--- src/sv/linear_scan_priority_queue_top_defines.svh ---
// assertion macros for the linear scan priority queue
// used by linear_scan_priority_queue_top; expects i_clk and i_rst_n in scope
`ifndef LINEAR_SCAN_PRIORITY_QUEUE_TOP_DEFINES_SVH
`define LINEAR_SCAN_PRIORITY_QUEUE_TOP_DEFINES_SVH

`ifndef ASSERT_OFF
// checked on every rising edge outside reset
`define LSQ_ASSERT(label, prop, msg) \
    label: assert property (@(posedge i_clk) disable iff (!i_rst_n) prop) \
        else $error(msg);
// checked on every rising edge, reset included
`define LSQ_ASSERT_ALWAYS(label, prop, msg) \
    label: assert property (@(posedge i_clk) prop) else $error(msg);
`else
`define LSQ_ASSERT(label, prop, msg)
`define LSQ_ASSERT_ALWAYS(label, prop, msg)
`endif

`endif

--- src/sv/lsq_pkg.sv ---
// shared types and constants for the linear scan priority queue
// no dependencies
`timescale 1ns / 1ps

package lsq_pkg;

    localparam int DATA_W = 32;
    localparam int CNT_W  = 5;

    localparam logic [CNT_W-1:0] CAP_RESET = 5'd16;

    localparam logic OP_INSERT = 1'b0;
    localparam logic OP_REMOVE = 1'b1;

    localparam logic [1:0] STATUS_INSERTED    = 2'd0;
    localparam logic [1:0] STATUS_REMOVED     = 2'd1;
    localparam logic [1:0] STATUS_REJ_FULL    = 2'd2;
    localparam logic [1:0] STATUS_REJ_EMPTY   = 2'd3;

    localparam logic [DATA_W-1:0] VALUE_NONE = '1;

    typedef enum logic [1:0] {
        ST_IDLE,
        ST_SCAN,
        ST_MOVE,
        ST_DONE
    } t_state;

    // control from the sequencer to the best-entry tracker
    typedef struct packed {
        logic step;
        logic first;
    } t_scan_ctl;

endpackage

--- src/sv/lsq_ram.sv ---
// generic single-write, single-read ram with registered read data
// no dependencies
`timescale 1ns / 1ps

module lsq_ram #(
    parameter int WIDTH = 64,
    parameter int DEPTH = 16
) (
    input  logic                     i_clk,
    input  logic                     i_we,
    input  logic [$clog2(DEPTH)-1:0] i_waddr,
    input  logic [WIDTH-1:0]         i_wdata,
    input  logic [$clog2(DEPTH)-1:0] i_raddr,
    output logic [WIDTH-1:0]         o_rdata
);

    logic [WIDTH-1:0] r_mem [DEPTH];
    logic [WIDTH-1:0] r_rdata;

    // write port and registered read port
    always_ff @(posedge i_clk) begin
        if (i_we) begin
            r_mem[i_waddr] <= i_wdata;
        end
        r_rdata <= r_mem[i_raddr];
    end

    assign o_rdata = r_rdata;

endmodule

--- src/sv/lsq_best.sv ---
// best-entry tracker: one shared signed priority compare used once per scan cycle
// depends on lsq_pkg
`timescale 1ns / 1ps

module lsq_best
    import lsq_pkg::*;
#(
    parameter int AW = 4
) (
    input  logic                     i_clk,
    input  t_scan_ctl                i_ctl,
    input  logic [AW-1:0]            i_idx,
    input  logic signed [DATA_W-1:0] i_pri,
    input  logic signed [DATA_W-1:0] i_val,
    output logic [AW-1:0]            o_best_idx,
    output logic signed [DATA_W-1:0] o_best_val
);

    logic [AW-1:0]            r_best_idx;
    logic signed [DATA_W-1:0] r_best_pri;
    logic signed [DATA_W-1:0] r_best_val;
    logic                     take;

    // strictly smaller wins, so ties keep the lower index
    assign take = i_ctl.first || (i_pri < r_best_pri);

    always_ff @(posedge i_clk) begin
        if (i_ctl.step && take) begin
            r_best_idx <= i_idx;
            r_best_pri <= i_pri;
            r_best_val <= i_val;
        end
    end

    assign o_best_idx = r_best_idx;
    assign o_best_val = r_best_val;

endmodule

--- src/sv/linear_scan_priority_queue_top.sv ---
// Bounded priority queue kept as an unsorted table in one ram of value/priority pairs.
// An insert is accepted together with its ram write, then the DONE state loads the output register.
// A remove of a non-empty table scans the live entries: the scan reads one stored
// priority per cycle through the ram's single read port into the shared signed compare,
// then the MOVE state moves the last entry into the freed slot. A reject goes straight to DONE.
// The block stalls its input from accept until the result is in the output register;
// a result beat may then wait on i_stall while the next item is accepted.
// depends on lsq_pkg, lsq_ram, lsq_best and linear_scan_priority_queue_top_defines.svh
`timescale 1ns / 1ps
`include "linear_scan_priority_queue_top_defines.svh"

module linear_scan_priority_queue_top
    import lsq_pkg::*;
#(
    parameter int DEPTH = 16
) (
    input  logic                     i_clk,
    input  logic                     i_rst_n,
    // configuration
    input  logic                     i_cfg_we,
    input  logic [CNT_W-1:0]         i_cfg_wdata,
    // input channel
    input  logic                     i_valid,
    output logic                     o_stall,
    input  logic                     i_operation,
    input  logic signed [DATA_W-1:0] i_item_value,
    input  logic signed [DATA_W-1:0] i_item_priority,
    // output channel
    output logic                     o_valid,
    input  logic                     i_stall,
    output logic signed [DATA_W-1:0] o_removed_value,
    output logic [1:0]               o_status,
    output logic [CNT_W-1:0]         o_entry_count,
    output logic                     o_is_empty,
    output logic                     o_is_full
);

    localparam int AW = (DEPTH > 1) ? $clog2(DEPTH) : 1;
    localparam int XW = (AW > CNT_W) ? AW : CNT_W;

    t_state                 r_state, n_state;
    logic [CNT_W-1:0]       r_cap;
    logic [CNT_W-1:0]       r_count, n_count;
    logic [AW-1:0]          r_idx, n_idx;
    logic [2*DATA_W-1:0]    r_last, n_last;
    logic [DATA_W-1:0]      r_res_value, n_res_value;
    logic [1:0]             r_res_status, n_res_status;
    logic                   r_o_valid;
    logic [DATA_W-1:0]      r_o_value;
    logic [1:0]             r_o_status;
    logic [CNT_W-1:0]       r_o_count;
    logic                   r_o_empty;
    logic                   r_o_full;

    logic                   in_acc;
    logic                   out_load;
    logic [CNT_W-1:0]       eff_cap;
    logic                   ram_we;
    logic [AW-1:0]          ram_waddr;
    logic [2*DATA_W-1:0]    ram_wdata;
    logic [AW-1:0]          ram_raddr;
    logic [2*DATA_W-1:0]    ram_rdata;
    t_scan_ctl              scan_ctl;
    logic [AW-1:0]          best_idx;
    logic signed [DATA_W-1:0] best_val;
    logic                   scan_last;
    logic                   best_live;

    assign in_acc = i_valid && !o_stall;
    assign o_stall = (r_state != ST_IDLE);

    // clamp the capacity register to 1 .. DEPTH
    always_comb begin
        if (r_cap == '0) begin
            eff_cap = CNT_W'(1);
        end else if (32'(r_cap) > 32'(DEPTH)) begin
            eff_cap = CNT_W'(DEPTH);
        end else begin
            eff_cap = r_cap;
        end
    end

    // last live entry reaches the compare this cycle
    assign scan_last = (XW'(r_idx) == (XW'(r_count) - XW'(1)));

    // best entry lies among the live entries
    assign best_live = (XW'(best_idx) < XW'(r_count));

    // entry storage: value in the upper half, priority in the lower
    lsq_ram #(
        .WIDTH (2 * DATA_W),
        .DEPTH (DEPTH)
    ) u_ram (
        .i_clk   (i_clk),
        .i_we    (ram_we),
        .i_waddr (ram_waddr),
        .i_wdata (ram_wdata),
        .i_raddr (ram_raddr),
        .o_rdata (ram_rdata)
    );

    // shared compare over the scanned entries
    lsq_best #(
        .AW (AW)
    ) u_best (
        .i_clk      (i_clk),
        .i_ctl      (scan_ctl),
        .i_idx      (r_idx),
        .i_pri      (ram_rdata[DATA_W-1:0]),
        .i_val      (ram_rdata[2*DATA_W-1:DATA_W]),
        .o_best_idx (best_idx),
        .o_best_val (best_val)
    );

    // sequencer: next state, ram control and result preparation
    always_comb begin
        n_state      = r_state;
        n_count      = r_count;
        n_idx        = r_idx;
        n_last       = r_last;
        n_res_value  = r_res_value;
        n_res_status = r_res_status;
        ram_we       = 1'b0;
        ram_waddr    = AW'(r_count);
        ram_wdata    = {i_item_value, i_item_priority};
        ram_raddr    = '0;
        scan_ctl     = '0;
        out_load     = 1'b0;
        case (r_state)
            ST_IDLE: begin
                if (in_acc) begin
                    n_res_value = VALUE_NONE;
                    n_idx       = '0;
                    if (i_operation == OP_INSERT) begin
                        n_state = ST_DONE;
                        if (r_count >= eff_cap) begin
                            n_res_status = STATUS_REJ_FULL;
                        end else begin
                            ram_we       = 1'b1;
                            n_count      = r_count + CNT_W'(1);
                            n_res_status = STATUS_INSERTED;
                        end
                    end else if (r_count == '0) begin
                        n_state      = ST_DONE;
                        n_res_status = STATUS_REJ_EMPTY;
                    end else begin
                        n_state = ST_SCAN;
                    end
                end
            end
            ST_SCAN: begin
                scan_ctl.step  = 1'b1;
                scan_ctl.first = (r_idx == '0);
                ram_raddr      = r_idx + AW'(1);
                if (scan_last) begin
                    n_last  = ram_rdata;
                    n_state = ST_MOVE;
                end else begin
                    n_idx = r_idx + AW'(1);
                end
            end
            ST_MOVE: begin
                ram_we       = 1'b1;
                ram_waddr    = best_idx;
                ram_wdata    = r_last;
                n_count      = r_count - CNT_W'(1);
                n_res_value  = best_val;
                n_res_status = STATUS_REMOVED;
                n_state      = ST_DONE;
            end
            ST_DONE: begin
                if (!r_o_valid || !i_stall) begin
                    out_load = 1'b1;
                    n_state  = ST_IDLE;
                end
            end
            default: begin
                n_state = ST_IDLE;
            end
        endcase
    end

    // control registers
    always_ff @(posedge i_clk) begin
        if (!i_rst_n) begin
            r_state   <= ST_IDLE;
            r_count   <= '0;
            r_cap     <= CAP_RESET;
            r_o_valid <= 1'b0;
        end else begin
            r_state <= n_state;
            r_count <= n_count;
            if (i_cfg_we) begin
                r_cap <= i_cfg_wdata;
            end
            if (out_load) begin
                r_o_valid <= 1'b1;
            end else if (!i_stall) begin
                r_o_valid <= 1'b0;
            end
        end
    end

    // payload registers
    always_ff @(posedge i_clk) begin
        r_idx        <= n_idx;
        r_last       <= n_last;
        r_res_value  <= n_res_value;
        r_res_status <= n_res_status;
        if (out_load) begin
            r_o_value  <= r_res_value;
            r_o_status <= r_res_status;
            r_o_count  <= r_count;
            r_o_empty  <= (r_count == '0);
            r_o_full   <= (r_count >= eff_cap);
        end
    end

    assign o_valid         = r_o_valid;
    assign o_removed_value = r_o_value;
    assign o_status        = r_o_status;
    assign o_entry_count   = r_o_count;
    assign o_is_empty      = r_o_empty;
    assign o_is_full       = r_o_full;

    // checks on the sequencer and table bookkeeping
    `LSQ_ASSERT(a_count_in_range, 32'(r_count) <= 32'(DEPTH), "live count beyond depth")
    `LSQ_ASSERT(a_best_in_table, (r_state == ST_MOVE) |-> best_live, "best index not live")
    `LSQ_ASSERT(a_accept_leaves_idle, in_acc |=> (r_state != ST_IDLE), "accept did not start")
    `LSQ_ASSERT(a_insert_not_empty, (o_valid && (o_status == STATUS_INSERTED)) |-> !o_is_empty, "empty")

endmodule

--- config.mk ---
export PLATFORM = sky130hd
export DESIGN_NAME = linear_scan_priority_queue_top
export DESIGN_NICKNAME = d
export VERILOG_FILES = /design/src/sv/lsq_pkg.sv /design/src/sv/lsq_ram.sv /design/src/sv/lsq_best.sv /design/src/sv/linear_scan_priority_queue_top.sv
export VERILOG_INCLUDE_DIRS = /design/src /design/src/sv
export SDC_FILE = /design/constraint.sdc
export NUM_CORES = 1
export LEC_CHECK = 0
export BUFFER_PORTS_ARGS = -buffer_cell sky130_fd_sc_hd__buf_2
export CORE_ASPECT_RATIO = 0.8
export CORE_UTILIZATION = 30
export CTS_BUF_LIST = sky130_fd_sc_hd__clkbuf_8
export CTS_CLUSTER_SIZE = 12
export DETAILED_ROUTE_END_ITERATION = 8
export PLACE_DENSITY = 0.52
export SLEW_MARGIN = 20
export SYNTH_ARGS = -nofsm -noshare
export SYNTH_HDL_FRONTEND = slang
export SYNTH_SLANG_ARGS = --single-unit
--- constraint.sdc ---
create_clock -name i_clk -period 8.1 [get_ports i_clk]
set_input_delay 0.405 -clock i_clk [delete_from_list [all_inputs] [get_ports i_clk]]
set_output_delay 0.405 -clock i_clk [all_outputs]
set_load 0.05 [all_outputs]
==> reports/qor.txt <==
Final Util - 0.350
Cell Rows - 134
Gr ovfl total - 0
Final #Nets - 3314
Worst EP arrival - 5.07 ns
Post-synth EDFFs - 1235
Clk_skew - 0.0661 ns
Clk_lat worst skew - 0.92 ns
Pin count of the biggest net entering global routing - 126
Slew Viols, Final - 0
First-pass GRT wire length - 183000 um
Most used cell along the critical path - buf_4
Critical Path Sink Type - register
CP Cell Sequence - buf_4 -> inv_4 -> nand2_4 -> inv_8 -> buf_4 -> mux2i_1 -> mux4_2 -> a21oi_1
Tcrit/Tclk final - 0.524
Largest stage delay, worst path - 0.95 ns
CTS tree - done
Synth area leader - edfxtp_1
Status - completed
Avg Synthesized Cell Area - 17.3 um^2
Finish-stage setup viols - 0
Layout cell share with drive strength beyond 1 - 0.181
VDD IR-drop max - 0.000167 V
Post-route ant nets - 0
Ports - 118
RePlAce Congestion - 0.733
Pwr Density - 329 nW/um^2
CTS resizes - 0
IO buf count - 117
Maximum clock rate - 236 MHz
DIE WIDTH - 461 um
Starting density of the core - 0.303
CP Max Fanout - 118
Vias in the first global route - 26960
Lkg Pwr - 19.2 nW
Most used DFF post-synth - edfxtp_1
CTS buffer count - 218
Worst-margin pin slew - 1.10 ns
Final hold viol count - 0
#FFs+latches synth - 1312
Final WL - 125000 um
GRT Util Overall - 0.146
Most common cell after layout, fill and taps aside - edfxtp_1
DR WL/cell - 22.3 um
Max cap viols - 0
Vias - 26670
Final Critical Period - 4.24 ns
RSZ-0062 raised after global routing - no
Startpoint types - register
Post-synthesis sequential area ratio - 0.763
Slew margin rel. - 0.264
Post-Synthesis Cells - 2931
CP max-delay cell - inv_8
Netlist cell types - 50
DRC violations left - 0
Synth Cell Area - 50600 um^2
Postcts setup bufs - 0
Initial antenna violation count - 4
Critical Path RT - 8.92 ns
Top Family by Delay on Critical Path - buffers and inverters
Most frequent cells in the layout - edfxtp_1, nand2_1, mux2i_1, clkbuf_8, inv_1
CP bufs+invs - 4
Area delta synth->final - 15.5%
CTS Buffer Depth - 3
WS Path Type - register to register
CTS Root Cell - clkbuf_8
Setup TNS - 0 ns
Dpl hpwl - 66200 um
Die height - 369 um
Syn. warnings - 0
Mapped Nets - 3052
Die area - 170000 um^2
CTS Sinks - 1312
Worst Hold Class - input pin to register
Async SR Flop Fraction - 0
Clk pin slew, worst setup/hold paths - 0.06 ns
Top-area cell type share of the netlist area - 0.733
First drt pass iteration count - 5
Top post-synthesis cells by area - edfxtp_1, mux2i_1, dfxtp_1
Core Box Area - 167000 um^2
Vias/cell - 4.74
Initial DRC Count - 2074
H-tree levels - 4
## per-stage QoR
step	power [mW]	cell area [um^2]	hold WS, ns	instances	setup WS (ns)
2_1_floorplan	12.2	50600	0.400	2931	1.28
3_3_place_gp	13.8	53900	0.403	5183	3.84
3_5_place_dp	13.9	53900	0.405	5183	3.86
4_1_cts	19.5	58400	0.00320	5620	3.87
5_1_grt	20.2	58400	0.0532	5621	3.60
6_report	19.2	58400	0.0890	5621	3.86
## where the power goes
part | internal, mW | switching (mW)
logic | 1.50 | 3.16
clock network | 2.92 | 2.65
registers | 8.67 | 0.345
## flip-flops by register name, indices dropped and copies added, names as in the netlist, 2 cells and up
| signal | count |
|---|---|
| u_ram.r_mem | 1024 |
| u_best.r_best_pri | 32 |
| r_state | 2 |
| o_removed_value | 32 |
| u_best.o_best_val | 32 |
| o_status | 2 |
| r_res_value | 32 |
| r_cap | 5 |
| o_entry_count | 5 |
| r_res_status | 2 |
| r_count | 5 |
| r_idx | 4 |
| r_last | 64 |
| u_ram.o_rdata | 64 |
| u_best.o_best_idx | 4 |
## what timing repair did
| action | 4_1_cts | 5_1_grt |
|---|---|---|
| hold buffers | 34 | 0 |
| endpoints found under the hold margin | 215 | 0 |
| setup endpoints to repair | 0 | 0 |
## final cells by class
cell class              count  area [um^2]
diodes                      1         2.50
clock buffers             247         3400
clock inverters           156          812
fillers                 15943       109000
inverters                  47          193
multi-input cells        1401        11200
flip-flops and latches   1312        38600
well taps                2244         2810
repair buffers            213         1430
## cells by family after synthesis
| group | count (synthesis) | synth area share |
|---|---|---|
| AOI/OAI and AO/OA | 381 | 0.0553 |
| xor gates and xnor gates | 11 | 0.00190 |
| adders and majority gates | 46 | 0.0114 |
| buffers and inverters | 218 | 0.0190 |
| DFF | 1312 | 0.763 |
| muxes | 390 | 0.0946 |
| and+or+nand+nor | 573 | 0.0545 |
## final timing paths
check | startpoint | cells past startpoint | slack [ns] | end
max reg2reg | r_idx[0] | 8 | 3.86 | u_ram.o_rdata[46]
min reg2reg | r_res_value[9] | 0 | 0.41 | o_removed_value[9]
min | i_item_value[15] | 2 | 0.09 | u_ram.r_mem[11][47]
max | r_idx[0] | 8 | 3.86 | u_ram.o_rdata[46]
## synth_stat cells, types with 2 or more instances
| master | n |
|---|---|
| nand3_1 | 6 |
| a31oi_1 | 5 |
| nand2_1 | 279 |
| mux2_2 | 64 |
| buf_6 | 10 |
| nand2b_1 | 35 |
| ha_1 | 46 |
| nor2_1 | 9 |
| nor4_1 | 3 |
| edfxtp_1 | 1235 |
| dfxtp_1 | 77 |
| inv_2 | 2 |
| buf_1 | 5 |
| a2111oi_0 | 3 |
| mux2i_1 | 262 |
| o31ai_1 | 2 |
| o211ai_1 | 3 |
| o21ai_0 | 6 |
| nor3_1 | 86 |
| clkbuf_1 | 108 |
| a21oi_1 | 86 |
| xor2_1 | 3 |
| and2_1 | 134 |
| buf_2 | 45 |
| buf_4 | 3 |
| a311oi_1 | 128 |
| nand4_1 | 5 |
| o21a_1 | 2 |
| a211oi_1 | 131 |
| mux4_2 | 64 |
| a21o_1 | 7 |
| inv_1 | 45 |
| xnor2_1 | 8 |
| nor2b_1 | 8 |
## routing by layer
metal	GRT usage	share of wire	vias to the layer above
met1	0.204	0.46	13662
met3	0.0276	0.058	188
met5	0	0	-
li1	-	-	12080
met2	0.230	0.46	740
met4	0.0460	0.021	0
(Power assumes the default switching activity.)
